===== src/hw/rtl/hmct_pkg.sv =====
package hmct_pkg;

  localparam int CAPACITY   = 4096;
  localparam int IDX_W      = $clog2(CAPACITY);
  localparam int KEY_W      = 23;
  localparam int COST_W     = 8;
  localparam int ENTRY_W    = KEY_W + COST_W;
  localparam int FUNC_W     = 2;
  localparam int SLOT_IDX_W = 12;
  localparam int STATUS_W   = 3;
  localparam int OCC_W      = 12;
  localparam int CNT_W      = IDX_W;
  localparam int OCC_LIMIT  = CAPACITY - CAPACITY / 4;

  localparam logic [63:0] MIX_ADD  = 64'h9e3779b97f4a7c15;
  localparam logic [63:0] MIX_MUL1 = 64'hbf58476d1ce4e5b9;
  localparam logic [63:0] MIX_MUL2 = 64'h94d049bb133111eb;

  localparam logic [FUNC_W-1:0] FN_INSERT = 2'd0;
  localparam logic [FUNC_W-1:0] FN_READ   = 2'd1;
  localparam logic [FUNC_W-1:0] FN_CLEAR  = 2'd2;

  localparam logic [STATUS_W-1:0] STS_NEW   = 3'd0;
  localparam logic [STATUS_W-1:0] STS_LOWER = 3'd1;
  localparam logic [STATUS_W-1:0] STS_KEPT  = 3'd2;
  localparam logic [STATUS_W-1:0] STS_FULL  = 3'd3;
  localparam logic [STATUS_W-1:0] STS_ZERO  = 3'd4;
  localparam logic [STATUS_W-1:0] STS_READ  = 3'd5;
  localparam logic [STATUS_W-1:0] STS_CLEAR = 3'd6;

  typedef enum logic [2:0] {
    S_SWEEP,
    S_CLR_DONE,
    S_IDLE,
    S_READ,
    S_ZERO,
    S_HASH,
    S_PROBE
  } state_t;

  typedef struct packed {
    logic             done;
    logic [IDX_W-1:0] idx;
  } hash_res_t;

endpackage


===== src/hw/rtl/hmct_hash.sv =====
module hmct_hash import hmct_pkg::*; (
  input  logic             clk,
  input  logic             rst_n,
  input  logic             start,
  input  logic [KEY_W-1:0] key,
  output hash_res_t        res
);

  // Each 64-bit multiply is built from three 32-bit products on one shared multiplier.
  logic [63:0] a_r;
  logic [63:0] acc_r;
  logic [63:0] prod_r;
  logic [1:0]  step_r;
  logic        pass_r;
  logic        busy_r;
  logic        done_r;

  logic [63:0] pre;
  logic [63:0] mul_b;
  logic [31:0] mul_x;
  logic [31:0] mul_y;
  logic [63:0] prod_c;
  logic [31:0] hi_sum;
  logic [63:0] y;

  assign pre    = 64'(key) + MIX_ADD;
  assign mul_b  = pass_r ? MIX_MUL2 : MIX_MUL1;
  assign prod_c = mul_x * mul_y;
  assign hi_sum = acc_r[63:32] + prod_r[31:0];
  assign y      = {hi_sum, acc_r[31:0]};

  always_comb begin
    unique case (step_r)
      2'd0: begin
        mul_x = a_r[31:0];
        mul_y = mul_b[31:0];
      end
      2'd1: begin
        mul_x = a_r[63:32];
        mul_y = mul_b[31:0];
      end
      2'd2: begin
        mul_x = a_r[31:0];
        mul_y = mul_b[63:32];
      end
      default: begin
        mul_x = a_r[31:0];
        mul_y = mul_b[31:0];
      end
    endcase
  end

  always_ff @(posedge clk) begin
    if (!rst_n) begin
      step_r <= 2'd0;
      pass_r <= 1'b0;
      busy_r <= 1'b0;
      done_r <= 1'b0;
    end else begin
      done_r <= 1'b0;
      if (start) begin
        a_r    <= pre ^ (pre >> 30);
        step_r <= 2'd0;
        pass_r <= 1'b0;
        busy_r <= 1'b1;
      end else if (busy_r) begin
        step_r <= step_r + 2'd1;
        unique case (step_r)
          2'd0: begin
            prod_r <= prod_c;
          end
          2'd1: begin
            acc_r  <= prod_r;
            prod_r <= prod_c;
          end
          2'd2: begin
            acc_r[63:32] <= hi_sum;
            prod_r       <= prod_c;
          end
          default: begin
            if (!pass_r) begin
              a_r    <= y ^ (y >> 27);
              pass_r <= 1'b1;
            end else begin
              a_r    <= y ^ (y >> 31);
              busy_r <= 1'b0;
              done_r <= 1'b1;
            end
          end
        endcase
      end
    end
  end

  assign res.done = done_r;
  assign res.idx  = a_r[IDX_W-1:0];

endmodule


===== config.mk =====
export PLATFORM = sky130hd
export DESIGN_NAME = hmct_hash
export DESIGN_NICKNAME = d
export VERILOG_FILES = /design/src/hw/rtl/hmct_pkg.sv /design/src/hw/rtl/hmct_hash.sv
export SDC_FILE = /design/constraint.sdc
export NUM_CORES = 2
export LEC_CHECK = 0
export ABC_AREA = 1
export BUFFER_PORTS_ARGS = -buffer_cell sky130_fd_sc_hd__buf_2
export CORE_UTILIZATION = 61
export DETAILED_ROUTE_END_ITERATION = 7
export GPL_TIMING_DRIVEN = 0
export PLACE_DENSITY = 0.89
export SLEW_MARGIN = 20
export SYNTH_ARGS = -nofsm -noshare
export SYNTH_HDL_FRONTEND = slang
export SYNTH_SLANG_ARGS = --single-unit

===== constraint.sdc =====
create_clock -name clk -period 7.9 [get_ports clk]
set_input_delay 0.79 -clock clk [delete_from_list [all_inputs] [get_ports clk]]
set_output_delay 0.79 -clock clk [all_outputs]
set_load 0.05 [all_outputs]

=== After elaboration in Yosys (flattened, before gate mapping) ===
Cells that the tools add are included.

* Register bits: 197
* Input bits: 26
* Output and inout port bits: 13

* Add/sub/neg operators: 3
* Multipliers: 1
* Equal/unequal tests: 3
* Mux-type cells: 13
* Bitwise gates (word level): 7
* Reduce and logical (&&, ||, !) cells: 11

{| class="wikitable"
|+ Operator list
! cell !! count
|-
| 64-bit 2-to-1 mux || 4
|-
| 23-bit by 64-bit adder with 64-bit output, second input constant || 1
|-
| 32-bit by 32-bit multiplier with 64-bit output || 1
|-
| 32-bit 2-to-1 mux || 2
|-
| 32-bit one-hot mux with 2 select lines || 1
|-
| 64-bit by 33-bit XOR with 64-bit output || 1
|-
| 64-bit by 34-bit XOR with 64-bit output || 1
|-
| 64-bit by 37-bit XOR with 64-bit output || 1
|-
| 62-bit 2-to-1 mux || 1
|-
| 32-bit adder || 1
|-
| 4-bit AND reduction || 3
|-
| 6-bit OR reduction || 1
|-
| 1-bit 2-to-1 mux || 5
|-
| 1-bit NOT || 4
|-
| 2-bit nonzero test || 2
|-
| 3-bit AND reduction || 1
|-
| 3-bit OR reduction || 1
|-
| 2-bit by 1-bit adder with 2-bit output, second input constant || 1
|-
| 2-bit by 1-bit equality test with 1-bit output, second input constant || 1
|-
| 2-bit equality test, second input constant || 1
|-
| 2-bit zero test || 1
|-
| 2-bit by 1-bit != test with 1-bit output, second input constant || 1
|-
| 2-bit AND reduction || 1
|-
| 2-bit OR reduction || 1
|}

=== Logic depth before layout (Yosys ltp) ===
* Word-level depth: 6
* Mapped depth: 39
* Gate-level depth less buffers: 38

=== Least setup slack after synthesis ===
No wires, ideal clock.

* Path kind: register -> register
* Start point: reg step_r[1]
* End point: reg prod_r[38], data pin
* Library setup time: 0.252 ns
* Arrival time: 7.238 ns
* Slack: 0.409 ns
* Cell stages (with the launch flop): 29
* Buffers on the path: 3
* Clock period less this slack: 7.491 ns
* Cell sequence: dfxtp_1 inv_1 ha_1 buf_4 buf_2 o21ai_0 inv_1 buf_2 nor2_1 fa_1 fa_1 fa_1 inv_1 fa_1 inv_1 fa_1 fa_1 fa_1 fa_1 ha_1 a21oi_1 o21ai_0 a21oi_1 a21boi_0 o21ai_2 nand2_1 nand2_1 nand2_1 nand2_1

* Cells in the longest elaborated chain, start to end: 3
* Elaborated cells between the ends (all ways): 5

{| class="wikitable"
|+ Ends and longest elaborated chain
! item !! RTL line !! RTL
|-
| start, declared || hmct_hash.sv:13 || <nowiki>logic [1:0] step_r;</nowiki>
|-
| start signal, assigned || hmct_hash.sv:67 || <nowiki>step_r <= step_r + 2'd1;</nowiki>
|-
| 2-bit by 1-bit equality test with 1-bit output or 2-bit equality test (tied branches) || hmct_hash.sv:33 || <nowiki>unique case (step_r)</nowiki>
|-
| 32-bit 2-to-1 mux || hmct_hash.sv:33 ||
|-
| 32-bit by 32-bit multiplier with 64-bit output (*) || hmct_hash.sv:28 || <nowiki>assign prod_c = mul_x * mul_y;</nowiki>
|-
| via prod_c[38] || hmct_hash.sv:22 || <nowiki>logic [63:0] prod_c;</nowiki>
|-
| end signal, assigned || hmct_hash.sv:70 || <nowiki>prod_r <= prod_c;</nowiki>
|-
| end signal, assigned || hmct_hash.sv:74 || <nowiki>prod_r <= prod_c;</nowiki>
|-
| end signal, assigned || hmct_hash.sv:78 || <nowiki>prod_r <= prod_c;</nowiki>
|-
| end, declared || hmct_hash.sv:12 || <nowiki>logic [63:0] prod_r;</nowiki>
|}

The timed path passes the listed nets; every way through them passes the cells marked *.
A chain may end at the register's enable or synchronous reset.

=== Worst setup path after layout ===
* Start point: reg step_r[1]
* End point: reg prod_r[57], data pin

The elaborated chain is that of the path after synthesis.

==> run metrics <==
die area about 0.07 mm²; RSZ-0062 raised after global routing yes; initial core utilization between 60 and 70%; Worst Setup End Kind flip-flop; cell count along the critical path 32; Worst path top cell family by delay adder cells; DRT antenna net count 0; synthesized flop and latch total roughly 200; largest area contributor in the netlist fa_1; flop-to-flop setup slack -0.16 ns; Max Cap Violations 0; Yosys warning total 0; Slowest-stage cell, CP fa_2; port buffer count 37; CTS clk-pin slew, worst paths roughly 0.09 ns; Yosys cell types 50; clk_lat worst skew 0.46 ns; Mapped Nets 6163; Vias 36203; status complete, but fails checks; dpl ws -2.31 ns; Layout fillers ~5300; number of setup violations in the final report 23; Clock Path Buffers 2; vias in the first global route between 30000 and 40000; total number of H-tree levels 4; Worst Path Buf+Inv 11; Final nets around 6400; Congestion Overflow GR 0; Die Span X about 260 µm; Post-CTS Hold Fix Bufs 0; Worst Path Arrival 8.27 ns; GRT Total Usage a little under half; Hold Path Cell Cnt 0; Synth Area per Inst roughly 8.5 µm²; Sink Count approximately 200; R2R depth 32; top cells by area, synth fa_1, edfxtp_1, inv_1; Worst Skew 0.0132 ns; Critical Path Max Stage Delay around 0.65 ns; critical path startpoint step_r[1]; share of async-settable or async-resettable flops after synthesis 0%; DR DRC count 1; relative slew slack between 20% and 30%; share of cells above drive strength 1 roughly 17%; initial antenna violation count 8; HP Class flip-flop to flip-flop; Die H 264 µm; FF-to-FF End prod_r[57]; post-layout min period 8.06 ns; # rows 95; CP required 8.11 ns; total CTS buffers 17; mean number of vias per cell roughly 6; most frequent CP cell fa_1; CP Max Fanout 10; Fmax between 0.1 and 0.15 GHz; Post-synth EDFFs 192; TritonRoute pass-1 iters 8; Pins Over Slew Limit 0; TritonCTS clock tree built; Final Hold Viols 0; Post-synth top flop edfxtp_1; Core ar. a little under 0.07 mm²; Cells after Synth a little under 5000; root buffer cell clkbuf_16; Netlist Area Pre-Place 0.0419 mm²; capture point of the worst path prod_r[57]; top cell type's share of synthesized area between 30% and 40%; largest net degree at the start of global routing 31; first-pass GRT wire length 233 mm; sequential fraction of the synthesis area approximately 14%; Routed WL 164 mm; # IOs 39; final worst setup slack -0.165 ns; GPL Wtd Cong 1.06; Tightest Pin Transition roughly 1.2 ns; failing checks DRC, setup timing; DR WL/cell 26.9 µm; drt first-iter violations 4791; final worst-path cycle share 102%; reg2reg start step_r[1]; DPL Wire Length between 100 and 150 mm; Area Growth Syn to Fin 15.7%; Startpoint Class flip-flop; Worst Path Class, Setup flip-flop to flip-flop
[cell families (layout without fill, tap and decap cells)]
family                   count (synthesis)  count (layout)  share of synthesized area, %
AO/OA/AOI/OAI                          356             356                          4.89
adder cells (fa/ha/maj)               1189            1189                          49.8
AND/OR/NAND/NOR                       1662            1662                          16.5
buffers and inverters                 1483            1743                          13.6
other                                    0               7                             0
flip-flops                             197             197                          14.0
XOR/XNOR                                61              61                          1.28
[layout make-up]
| class | count | area [µm²] | share of cell area [%] |
|---|---|---|---|
| multi-input cells | 3268 | 32500 | 67.1 |
| clock inverters | 15 | 166 | 0.343 |
| repair inverters | 1 | 7.51 | 0.0155 |
| inverters | 1365 | 5270 | 10.9 |
| well taps | 873 | 1090 | 2.25 |
| diodes | 7 | 17.5 | 0.0361 |
| plain buffers | 117 | 1070 | 2.21 |
| repair buffers | 228 | 2040 | 4.20 |
| clock buffers | 17 | 425 | 0.878 |
| flip-flops and latches | 197 | 5870 | 12.1 |
[cells in the mapped netlist, types with 31 or more instances]
| library cell | number |
|---|---|
| edfxtp_1 | 192 |
| nor2_1 | 491 |
| clkbuf_1 | 51 |
| o21ai_0 | 114 |
| nand2_1 | 857 |
| nand3_1 | 172 |
| ha_1 | 393 |
| xor2_1 | 47 |
| buf_2 | 33 |
| o21bai_1 | 31 |
| inv_1 | 1333 |
| a21oi_1 | 132 |
| fa_1 | 796 |
[flip-flops by register name (all words and copies together), names as in the netlist]
| signal | flops |
|---|---|
| step_r | 2 |
| busy_r | 1 |
| a_r | 64 |
| acc_r | 64 |
| done_r | 1 |
| prod_r | 64 |
| pass_r | 1 |
[per-stage QoR]
stage / instance area, µm² / TNS (ns) / std cells / hold WS (ns) / utilization (%)
floorplan: 41900 / 0 / 4948 / 0.431 / -
finish: 48500 / -1.23 / 6088 / 0.490 / 71.8
CTS: 46600 / 0 / 6011 / 0.488 / 69.1
detailed placement: 43400 / -94.35 / 5865 / 0.466 / 64.3
global route: 48500 / -5.31 / 6081 / 0.499 / 71.8
global placement: 43200 / -91.05 / 5858 / 0.465 / 63.9
[worst register-to-register path, delay by kind of cell, from the launching register on]
kind | cells | cell delay (ns)
AND/OR/NAND/NOR | 11 | 1.53
buffers and inverters | 11 | 1.14
flip-flops | 1 | 0.39
adder cells (fa/ha/maj) | 10 | 4.76
[worst min-delay path by stage]
stage / startpoint / slack (ns) / end
floorplan: prod_r[0] / 0.43 / acc_r[0]
global placement: prod_r[25] / 0.47 / acc_r[25]
detailed placement: prod_r[28] / 0.47 / acc_r[28]
CTS: prod_r[28] / 0.49 / acc_r[28]
global route: prod_r[24] / 0.50 / acc_r[24]
finish: prod_r[31] / 0.49 / acc_r[31]
[cell usage in the layout (no fill, tap or decap), drive strengths merged]
cell	n
inv	1357
nand2	880
fa	796
nor2	510
ha	393
buf	299
edfxtp	192
nand3	188
o21ai	154
a21oi	134
clkbuf	63
xor2	47
o21bai	31
nor3	22
or2	19
a21o	16
nand4	16
nand3b	15
xnor2	14
clkinv	14
clkinvlp	10
nor4	9
diode	7
o21a	6
a31oi	6
dfxtp	5
a21boi	3
o211ai	2
and2	2
and3	1
o22ai	1
a221oi	1
a41oi	1
a31o	1
[routing by layer]
metal	share of wire, %	routed length, µm	global-route usage, %	vias to the layer above
met5	0.029	47	0	-
met4	7.1	11600	24.9	6
met3	15	24600	14.8	615
met2	41	67400	66.7	2722
met1	37	60200	64.9	17613
li1	-	-	-	15247
[what timing repair did]
| action | 4_1_cts | 5_1_grt |
|---|---|---|
| hold endpoints to repair | 0 | 0 |
| buffers inserted | 114 | 69 |
| setup endpoints to repair | 55 | 44 |
| pin swaps | 67 | 73 |
| resized for setup | 490 | 340 |
| gates cloned | 0 | 2 |
Power is left out: the tool's default activity adds up to more than one toggle a clock period on the data nets, which glitch-free logic cannot reach.
